--- src/assert_macros.svh ---
// assertion helpers for the rtl
`ifndef ASSERT_MACROS_SVH
`define ASSERT_MACROS_SVH

// checked only outside reset
`define SPTC_ASSERT(lbl, prop, msg) \
   lbl: assert property (@(posedge clock) disable iff (reset) prop) else $error(msg);

// checked on every edge, reset included
`define SPTC_ASSERT_ALWAYS(lbl, prop, msg) \
   lbl: assert property (@(posedge clock) prop) else $error(msg);

`endif

--- src/sptc_pkg.sv ---
package sptc_pkg;

   // register indexes of the csr port
   localparam logic [1:0] REG_INDEX_THRESHOLD = 2'd0;
   localparam logic [1:0] REG_SLOPE_TANGENT   = 2'd1;
   localparam logic [1:0] REG_JET_MODE        = 2'd2;

   // reset values
   localparam logic [15:0] THRESHOLD_RESET = 16'd52429;
   localparam logic [15:0] TANGENT_RESET   = 16'd256;

   // fixed colors
   localparam logic [23:0] COLOR_RED   = 24'hFF0000;
   localparam logic [23:0] COLOR_BLACK = 24'h000000;

   // point class codes
   localparam logic [1:0] CLS_FAIL  = 2'd0;
   localparam logic [1:0] CLS_BLACK = 2'd1;
   localparam logic [1:0] CLS_COLOR = 2'd2;

   // per-item flags carried through the divider
   typedef struct packed {
      logic fail;
      logic above;
   } ctl_type;

endpackage

--- src/sptc_div_step.sv ---
module sptc_div_step #(
   parameter int QW = 16
) (
   input  logic              clock,
   input  logic              reset,
   input  logic              en,
   input  logic              v_in,
   input  sptc_pkg::ctl_type ctl_in,
   input  logic [16:0]       rem_in,
   input  logic [16:0]       den_in,
   input  logic [QW-1:0]     q_in,
   output logic              v_out,
   output sptc_pkg::ctl_type ctl_out,
   output logic [16:0]       rem_out,
   output logic [16:0]       den_out,
   output logic [QW-1:0]     q_out
);
   import sptc_pkg::*;

   logic          v_ff;
   ctl_type       ctl_ff;
   logic [16:0]   rem_ff, rem_in_nx;
   logic [16:0]   den_ff;
   logic [QW-1:0] q_ff, q_in_nx;
   logic [17:0]   shifted;
   logic [17:0]   trial;

   // one restoring step: shift, try subtract, keep on success
   always_comb begin
      shifted = {rem_in, 1'b0};
      trial   = shifted - {1'b0, den_in};
      if (shifted >= {1'b0, den_in}) begin
         rem_in_nx = trial[16:0];
         q_in_nx   = {q_in[QW-2:0], 1'b1};
      end else begin
         rem_in_nx = shifted[16:0];
         q_in_nx   = {q_in[QW-2:0], 1'b0};
      end
   end

   // valid bit
   always_ff @(posedge clock) begin
      if (reset) begin
         v_ff <= 1'b0;
      end else if (en) begin
         v_ff <= v_in;
      end
   end

   // payload
   always_ff @(posedge clock) begin
      if (en) begin
         ctl_ff <= ctl_in;
         rem_ff <= rem_in_nx;
         den_ff <= den_in;
         q_ff   <= q_in_nx;
      end
   end

   assign v_out   = v_ff;
   assign ctl_out = ctl_ff;
   assign rem_out = rem_ff;
   assign den_out = den_ff;
   assign q_out   = q_ff;

endmodule

--- src/surface_point_traversability_colorizer.sv ---
// channel   dir  handshake               payload
// req_      in   req_tvalid/req_tready   tdata: nx, ny, nz, unevenness_index
// rsp_      out  rsp_tvalid/rsp_tready   tdata: color_rgb; tuser: point_class
// csr_      in   csr_we                  csr_addr index, csr_wdata value
//
// one word accepted per cycle while req_tready is high; a result word passes through
// stages a, b and c, then the restoring divider that spends one stage per quotient
// bit, then stages e and o
// synchronous active-high reset empties all stages and restores the registers
// each stage moves when the one after it is empty or moving, so bubbles close
// up and a stalled output holds its word while earlier stages keep filling
module surface_point_traversability_colorizer #(
   parameter int FRACTION_BITS = 16
) (
   input  logic        clock,
   input  logic        reset,
   input  logic        req_tvalid,
   output logic        req_tready,
   input  logic [63:0] req_tdata,  // nx, ny, nz, unevenness_index
   output logic        rsp_tvalid,
   input  logic        rsp_tready,
   output logic [23:0] rsp_tdata,  // color_rgb
   output logic [1:0]  rsp_tuser,  // point_class
   input  logic        csr_we,
   input  logic [1:0]  csr_addr,
   input  logic [15:0] csr_wdata
);
   import sptc_pkg::*;

   localparam int F = FRACTION_BITS;

   // configuration registers
   logic [15:0] thr_ff, tan_ff;
   logic        jet_ff;

   always_ff @(posedge clock) begin
      if (reset) begin
         thr_ff <= THRESHOLD_RESET;
         tan_ff <= TANGENT_RESET;
         jet_ff <= 1'b0;
      end else if (csr_we) begin
         case (csr_addr)
            REG_INDEX_THRESHOLD: thr_ff <= csr_wdata;
            REG_SLOPE_TANGENT:   tan_ff <= csr_wdata;
            REG_JET_MODE:        jet_ff <= csr_wdata[0];
            default: ;
         endcase
      end
   end

   // stage enables, back to front
   logic         en_a, en_b, en_c, en_e, en_o;
   logic [F-1:0] en_d;
   logic         a_v_ff, b_v_ff, c_v_ff, e_v_ff, o_v_ff;
   logic [F-1:0] dv;

   assign en_o = !o_v_ff || rsp_tready;
   assign en_e = !e_v_ff || en_o;
   assign en_c = !c_v_ff || en_d[0];
   assign en_b = !b_v_ff || en_c;
   assign en_a = !a_v_ff || en_b;
   assign req_tready = en_a;

   // stage a: input word
   logic signed [15:0] a_nx_ff, a_ny_ff, a_nz_ff;
   logic [15:0]        a_idx_ff;

   always_ff @(posedge clock) begin
      if (reset) begin
         a_v_ff <= 1'b0;
      end else if (en_a) begin
         a_v_ff <= req_tvalid;
      end
   end

   always_ff @(posedge clock) begin
      if (en_a) begin
         a_nx_ff  <= req_tdata[15:0];
         a_ny_ff  <= req_tdata[31:16];
         a_nz_ff  <= req_tdata[47:32];
         a_idx_ff <= req_tdata[63:48];
      end
   end

   // stage b: tangent times ny, index offset and divisor
   logic signed [32:0] b_prod_in, b_prod_ff;
   logic signed [15:0] b_nx_ff, b_nz_ff;
   logic               b_ny_pos_ff, b_ny_neg_ff, b_above_ff;
   logic [15:0]        b_diff_ff;
   logic [16:0]        b_den_ff;

   assign b_prod_in = $signed({1'b0, tan_ff}) * a_ny_ff;

   always_ff @(posedge clock) begin
      if (reset) begin
         b_v_ff <= 1'b0;
      end else if (en_b) begin
         b_v_ff <= a_v_ff;
      end
   end

   always_ff @(posedge clock) begin
      if (en_b) begin
         b_prod_ff   <= b_prod_in;
         b_nx_ff     <= a_nx_ff;
         b_nz_ff     <= a_nz_ff;
         b_ny_pos_ff <= !a_ny_ff[15] && (a_ny_ff != 16'sd0);
         b_ny_neg_ff <= a_ny_ff[15];
         b_above_ff  <= a_idx_ff > thr_ff;
         b_diff_ff   <= a_idx_ff - thr_ff;
         b_den_ff    <= 17'h10000 - {1'b0, thr_ff};
      end
   end

   // stage c: slope test
   logic signed [32:0] lhs_x, lhs_z;
   logic               fail_x, fail_z;
   ctl_type            c_ctl_ff;
   logic [16:0]        c_rem_ff, c_den_ff;

   always_comb begin
      lhs_x  = {{9{b_nx_ff[15]}}, b_nx_ff, 8'h00};
      lhs_z  = {{9{b_nz_ff[15]}}, b_nz_ff, 8'h00};
      fail_x = (b_ny_pos_ff && (lhs_x > b_prod_ff)) || (b_ny_neg_ff && (lhs_x < b_prod_ff));
      fail_z = (b_ny_pos_ff && (lhs_z > b_prod_ff)) || (b_ny_neg_ff && (lhs_z < b_prod_ff));
   end

   always_ff @(posedge clock) begin
      if (reset) begin
         c_v_ff <= 1'b0;
      end else if (en_c) begin
         c_v_ff <= b_v_ff;
      end
   end

   always_ff @(posedge clock) begin
      if (en_c) begin
         c_ctl_ff.fail  <= fail_x || fail_z;
         c_ctl_ff.above <= b_above_ff;
         c_rem_ff       <= {1'b0, b_diff_ff};
         c_den_ff       <= b_den_ff;
      end
   end

   // divider: one quotient bit per stage
   ctl_type      dctl [F];
   logic [16:0]  drem [F];
   logic [16:0]  dden [F];
   logic [F-1:0] dq   [F];

   for (genvar k = 0; k < F; k++) begin : g_div
      if (k == F - 1) begin : g_last
         assign en_d[k] = !dv[k] || en_e;
      end else begin : g_mid
         assign en_d[k] = !dv[k] || en_d[k+1];
      end
      if (k == 0) begin : g_first
         sptc_div_step #(.QW(F)) u_step (
            .clock(clock), .reset(reset), .en(en_d[k]),
            .v_in(c_v_ff), .ctl_in(c_ctl_ff), .rem_in(c_rem_ff),
            .den_in(c_den_ff), .q_in('0),
            .v_out(dv[k]), .ctl_out(dctl[k]), .rem_out(drem[k]),
            .den_out(dden[k]), .q_out(dq[k])
         );
      end else begin : g_next
         sptc_div_step #(.QW(F)) u_step (
            .clock(clock), .reset(reset), .en(en_d[k]),
            .v_in(dv[k-1]), .ctl_in(dctl[k-1]), .rem_in(drem[k-1]),
            .den_in(dden[k-1]), .q_in(dq[k-1]),
            .v_out(dv[k]), .ctl_out(dctl[k]), .rem_out(drem[k]),
            .den_out(dden[k]), .q_out(dq[k])
         );
      end
   end

   // stage e: rainbow segment and ramp, jet terms
   logic [F-1:0]  vq;
   logic [F+2:0]  p6;
   logic [F+7:0]  ramp;
   logic [F:0]    w;
   logic [F+10:0] jprod, jprod_up;
   logic [1:0]    e_cls_ff, e_jseg_ff;
   logic          e_jet_ff;
   logic [2:0]    e_n_ff;
   logic [7:0]    e_t_ff;
   logic [10:0]   e_fl_ff, e_ce_ff;

   always_comb begin
      vq       = dq[F-1];
      p6       = {3'b000, vq} * (F+3)'(6);
      ramp     = ({8'h00, p6[F-1:0]} << 8) - {8'h00, p6[F-1:0]};
      w        = {1'b1, {F{1'b0}}} - {1'b0, vq};
      jprod    = {10'd0, w} * (F+11)'(1020);
      jprod_up = jprod + (F+11)'((1 << F) - 1);
   end

   always_ff @(posedge clock) begin
      if (reset) begin
         e_v_ff <= 1'b0;
      end else if (en_e) begin
         e_v_ff <= dv[F-1];
      end
   end

   always_ff @(posedge clock) begin
      if (en_e) begin
         if (dctl[F-1].fail) begin
            e_cls_ff <= CLS_FAIL;
         end else if (dctl[F-1].above) begin
            e_cls_ff <= CLS_COLOR;
         end else begin
            e_cls_ff <= CLS_BLACK;
         end
         e_jet_ff  <= jet_ff;
         e_n_ff    <= p6[F+2:F];
         e_t_ff    <= ramp[F+7:F];
         e_fl_ff   <= jprod[F+10:F];
         e_ce_ff   <= jprod_up[F+10:F];
         e_jseg_ff <= w[F] ? 2'd3 : w[F-1:F-2];
      end
   end

   // stage o: color select and output register
   logic [23:0] rainbow_rgb, jet_rgb, color_in;
   logic [23:0] o_rgb_ff;
   logic [1:0]  o_cls_ff;

   always_comb begin
      case (e_n_ff)
         3'd0:    rainbow_rgb = {8'h00, 8'hFF, e_t_ff};
         3'd1:    rainbow_rgb = {8'h00, 8'hFF - e_t_ff, 8'hFF};
         3'd2:    rainbow_rgb = {e_t_ff, 8'h00, 8'hFF};
         3'd3:    rainbow_rgb = {8'hFF, 8'h00, 8'hFF - e_t_ff};
         3'd4:    rainbow_rgb = {8'hFF, e_t_ff, 8'h00};
         3'd5:    rainbow_rgb = {8'hFF - e_t_ff, 8'hFF, 8'h00};
         default: rainbow_rgb = {8'h00, 8'hFF, 8'h00};
      endcase
      case (e_jseg_ff)
         2'd0:    jet_rgb = {8'h00, e_ce_ff[7:0], 8'hFF};
         2'd1:    jet_rgb = {8'h00, 8'hFF, 8'(11'd510 - e_fl_ff)};
         2'd2:    jet_rgb = {8'(e_ce_ff - 11'd510), 8'hFF, 8'h00};
         default: jet_rgb = {8'hFF, 8'(11'd1020 - e_fl_ff), 8'h00};
      endcase
      case (e_cls_ff)
         CLS_FAIL:  color_in = COLOR_RED;
         CLS_COLOR: color_in = e_jet_ff ? jet_rgb : rainbow_rgb;
         default:   color_in = COLOR_BLACK;
      endcase
   end

   always_ff @(posedge clock) begin
      if (reset) begin
         o_v_ff <= 1'b0;
      end else if (en_o) begin
         o_v_ff <= e_v_ff;
      end
   end

   always_ff @(posedge clock) begin
      if (en_o) begin
         o_rgb_ff <= color_in;
         o_cls_ff <= e_cls_ff;
      end
   end

   assign rsp_tvalid = o_v_ff;
   assign rsp_tdata  = o_rgb_ff;
   assign rsp_tuser  = o_cls_ff;

   // checks
   `include "assert_macros.svh"

   `SPTC_ASSERT(a_fail_red, rsp_tvalid && (rsp_tuser == CLS_FAIL) |-> rsp_tdata == COLOR_RED, "failed point not red")
   `SPTC_ASSERT(a_black, rsp_tvalid && (rsp_tuser == CLS_BLACK) |-> rsp_tdata == COLOR_BLACK, "low point not black")
   `SPTC_ASSERT(a_cls_code, rsp_tvalid |-> rsp_tuser != 2'd3, "undefined point class")
   `SPTC_ASSERT(a_rem_bound, dv[F-1] && dctl[F-1].above |-> drem[F-1] < dden[F-1], "divider remainder out of range")
   `SPTC_ASSERT_ALWAYS(a_ready_after_reset, reset |=> req_tready, "not ready after reset")

endmodule

--- config.mk ---
export PLATFORM = sky130hd
export DESIGN_NAME = surface_point_traversability_colorizer
export DESIGN_NICKNAME = d
export VERILOG_FILES = /design/src/sptc_pkg.sv /design/src/sptc_div_step.sv /design/src/surface_point_traversability_colorizer.sv
export VERILOG_INCLUDE_DIRS = /design/src /design/src/src
export SDC_FILE = /design/constraint.sdc
export NUM_CORES = 2
export LEC_CHECK = 0
export ABC_AREA = 1
export ABC_CLOCK_PERIOD_IN_PS = 8740
export BUFFER_PORTS_ARGS = -buffer_cell sky130_fd_sc_hd__buf_2
export CAP_MARGIN = 15
export CORE_MARGIN = 10
export CORE_UTILIZATION = 30
export DETAILED_ROUTE_END_ITERATION = 8
export PLACE_DENSITY = 0.49
export SLEW_MARGIN = 20
export SYNTH_ARGS = -nofsm -noshare
export SYNTH_HDL_FRONTEND = slang
export SYNTH_SLANG_ARGS = --single-unit
--- constraint.sdc ---
create_clock -name clock -period 8.74 [get_ports clock]
set_input_delay 0.874 -clock clock [delete_from_list [all_inputs] [get_ports clock]]
set_output_delay 0.874 -clock clock [all_outputs]
set_load 0.02 [all_outputs]
==> reports/metrics.cfg <==
[worst_hold_path]
hold_end=a_ny_ff[11]
worstHoldPathCells=1
hp-class=in2reg
worstHoldStart=req_tdata[27]

[synthesis]
synth_area_um2=62200
synth_nets=7052
synth-edff-count=936
ys_seq_area_frac=0.469
synth_top_cell_area_share=0.452
yosys.area.top_type=edfxtp_1
syn_avg_cell_area_um2=10.1
synthFlopType=edfxtp_1
yosysWarnings=0
yosysUniqueCellTypes=63
synthCells=6149
ys_top_cells_by_area=edfxtp_1, ha_1, fa_1, inv_1, nand2_1
async_flop_share=0
yosys_register_bits=990

[routing]
vias=41300
drt-initial-drc-count=2364
drc=0
drtPass1Iterations=5
totalWireLength_mm=140
viasPerCell=4.56
wl_per_cell_um=15.4
ant_nets=0

[clocking]
root_buffer=clkbuf_16
clock-sinks=990
ctsHoldBuffers=0
h-tree-depth=3
cts_tree=yes
cts-buffers-inserted=111
cts_buffer_depth=3
postCtsSetupRepairBufs=0
clk_pin_slew_ns=0.08
insertion_delay_ns=0.75
ctsResizeCount=0

[timing]
finalSetupViolations=0
finalHoldViolations=0
relSlewSlack=0.266
finalCritPeriodShare=0.773
fin_crit_ns=6.75
setup_ws_ns=1.99
slew_violations=0
fmax_ghz=0.148
fin_setup_tns_ns=0
worst_clock_skew_ns=0.0502
worstMarginPinSlew_ns=1.10
rsz0062_at_grt=false

[placed_design]
gp_congestion=0.835
post-place-ws_ns=1.88
port_buffers=114
dp_hpwl_mm=110

[job]
maxCapViolations=0

[floorplan]
die_h_um=475
io_pins=115
initial_utilization=0.301
core_area_um2=207000
rows=167
die_x_um=475
die-area_um2=226000

[status]
status=completed

[critical_path]
endpoint_kind=primary output
cpMostUsedCell=nor2_4
worstSetupPathType=reg2out
max_stage_delay_ns=0.67
reg2regPathDepth=21
crit_chain=nand3_2 -> nor2_4 -> nand4_4 -> buf_4 -> nor2_4 -> nand4_4 -> nor2_4 -> nand4_4 -> nor2_4 -> nand4_4 -> nor2_4 -> nand3_4 -> buf_2
reg2reg_to=b_prod_ff[26]
worstPathMaxFanout=51
cp.required_ns=7.87
startpoint_type=flip-flop
slowest_stage=nand3_2
critPathArrivalTime_ns=5.88
r2r_start=tan_ff[10]
r2r_slack_ns=2.11

[grt]
grt_pass1_vias=42600
track_usage=0.123
grt_max_degree=67
grt_pass1_wl_mm=227
grt_overflow_total=0
grt_antenna_before_repair=5

[finish]
post-route-util=0.337
fin_nets=7178
syn_to_final_growth_pct=11.8
layout-drive-gt1-share=0.0622

[cells by family after synthesis]
group                    after synthesis  share of synthesized area
AO/OA/AOI/OAI                       1110                     0.0986
flip-flops                           990                      0.469
buffers and inverters               1243                     0.0760
AND/OR/NAND/NOR                     1640                      0.110
XOR/XNOR                             350                     0.0502
adder cells (fa/ha/maj)              816                      0.196
[cells in the mapped netlist, types with 40 or more instances]
cell type and n:
inv_1 1112, edfxtp_1 936, nand2_1 875, a21oi_1 628
ha_1 547, nor2_1 435, fa_1 269, o21ai_0 234
xor2_1 203, nand3_1 147, xnor2_1 141, clkbuf_1 91
nor3_1 62, dfxtp_1 54, nand4_1 47, o21ai_1 40
[through the flow]
stage	instances	area, µm²	hold WS (ns)
finish	9073	69600	0.289
global route	9073	69600	0.238
CTS	9072	69600	0.214
detailed placement	8866	65900	0.405
global placement	8866	65900	0.400
floorplan	6149	62200	0.400
[how the worst max path moves through the flow]
stage | depth (start not counted) | endpoint | startpoint
after floorplan | 12 | b_above_ff | rsp_tready
final | 13 | req_tready | e_v_ff
after detailed placement | 15 | req_tready | rsp_tready
after global routing | 13 | req_tready | rsp_tvalid
after CTS | 13 | req_tready | e_v_ff
after global placement | 15 | req_tready | rsp_tready
[worst max-delay path, delay by kind of cell, from the launching register on]
family,cells,cell delay [ns]
buffers and inverters,2,0.65
DFF,1,0.38
and+or+nand+nor,11,4.06
[state kept, by name (all words and copies together) (netlist names), 17 cells and up]
signal / flops
g_div.g_next.u_step.den_out: 238
g_div.g_next.u_step.rem_out: 238
b_prod_ff: 33
g_div.g_next.u_step.q_out: 135
b_den_ff: 17
rsp_tdata: 24
g_div.g_next.u_step.ctl_out: 30
g_div.g_first.u_step.den_out: 17
g_div.g_first.u_step.rem_out: 17
c_den_ff: 17
[cells in the final DEF (no fill, tap or decap), types with 18 or more instances in the layout]
cell type and instances:
buf_4 26, clkbuf_1 23, nand2_1 868, o31ai_1 20, o211ai_1 33, a31oi_1 20
clkinv_1 22, nor4_1 23, o21ai_1 40, nor2_1 435, nor3_1 62, a21boi_0 18
fa_1 269, buf_2 114, inv_1 1108, ha_1 547, clkbuf_16 113, dfxtp_1 54
edfxtp_1 936, a21oi_1 628, o21ai_0 234, a21oi_2 23, or2_2 19, nand4_1 47
nand3_1 147, xor2_1 203, xnor2_1 141, clkinv_2 21, a21o_1 19
[per-layer routing]
layer / vias up / global-route usage / part of all wire
met1: 19700 / 0.155 / 0.45
li1: 20800 / - / -
met4: 4 / 0.0343 / 0.027
met3: 240 / 0.0209 / 0.036
met5: - / 0 / 0.00019
met2: 600 / 0.217 / 0.49
[layout make-up]
type	instances	area, µm²
well taps	2704	3380
multi-input cells	3916	28400
clock buffers	139	2960
clock inverters	67	746
inverters	1116	4190
flip-flops and latches	990	29200
fillers	20800	137000
diodes	1	2.50
repair buffers	140	766
Power is left out: the tool's default activity adds up to more than one toggle a clock period on the data nets, which glitch-free logic cannot reach.
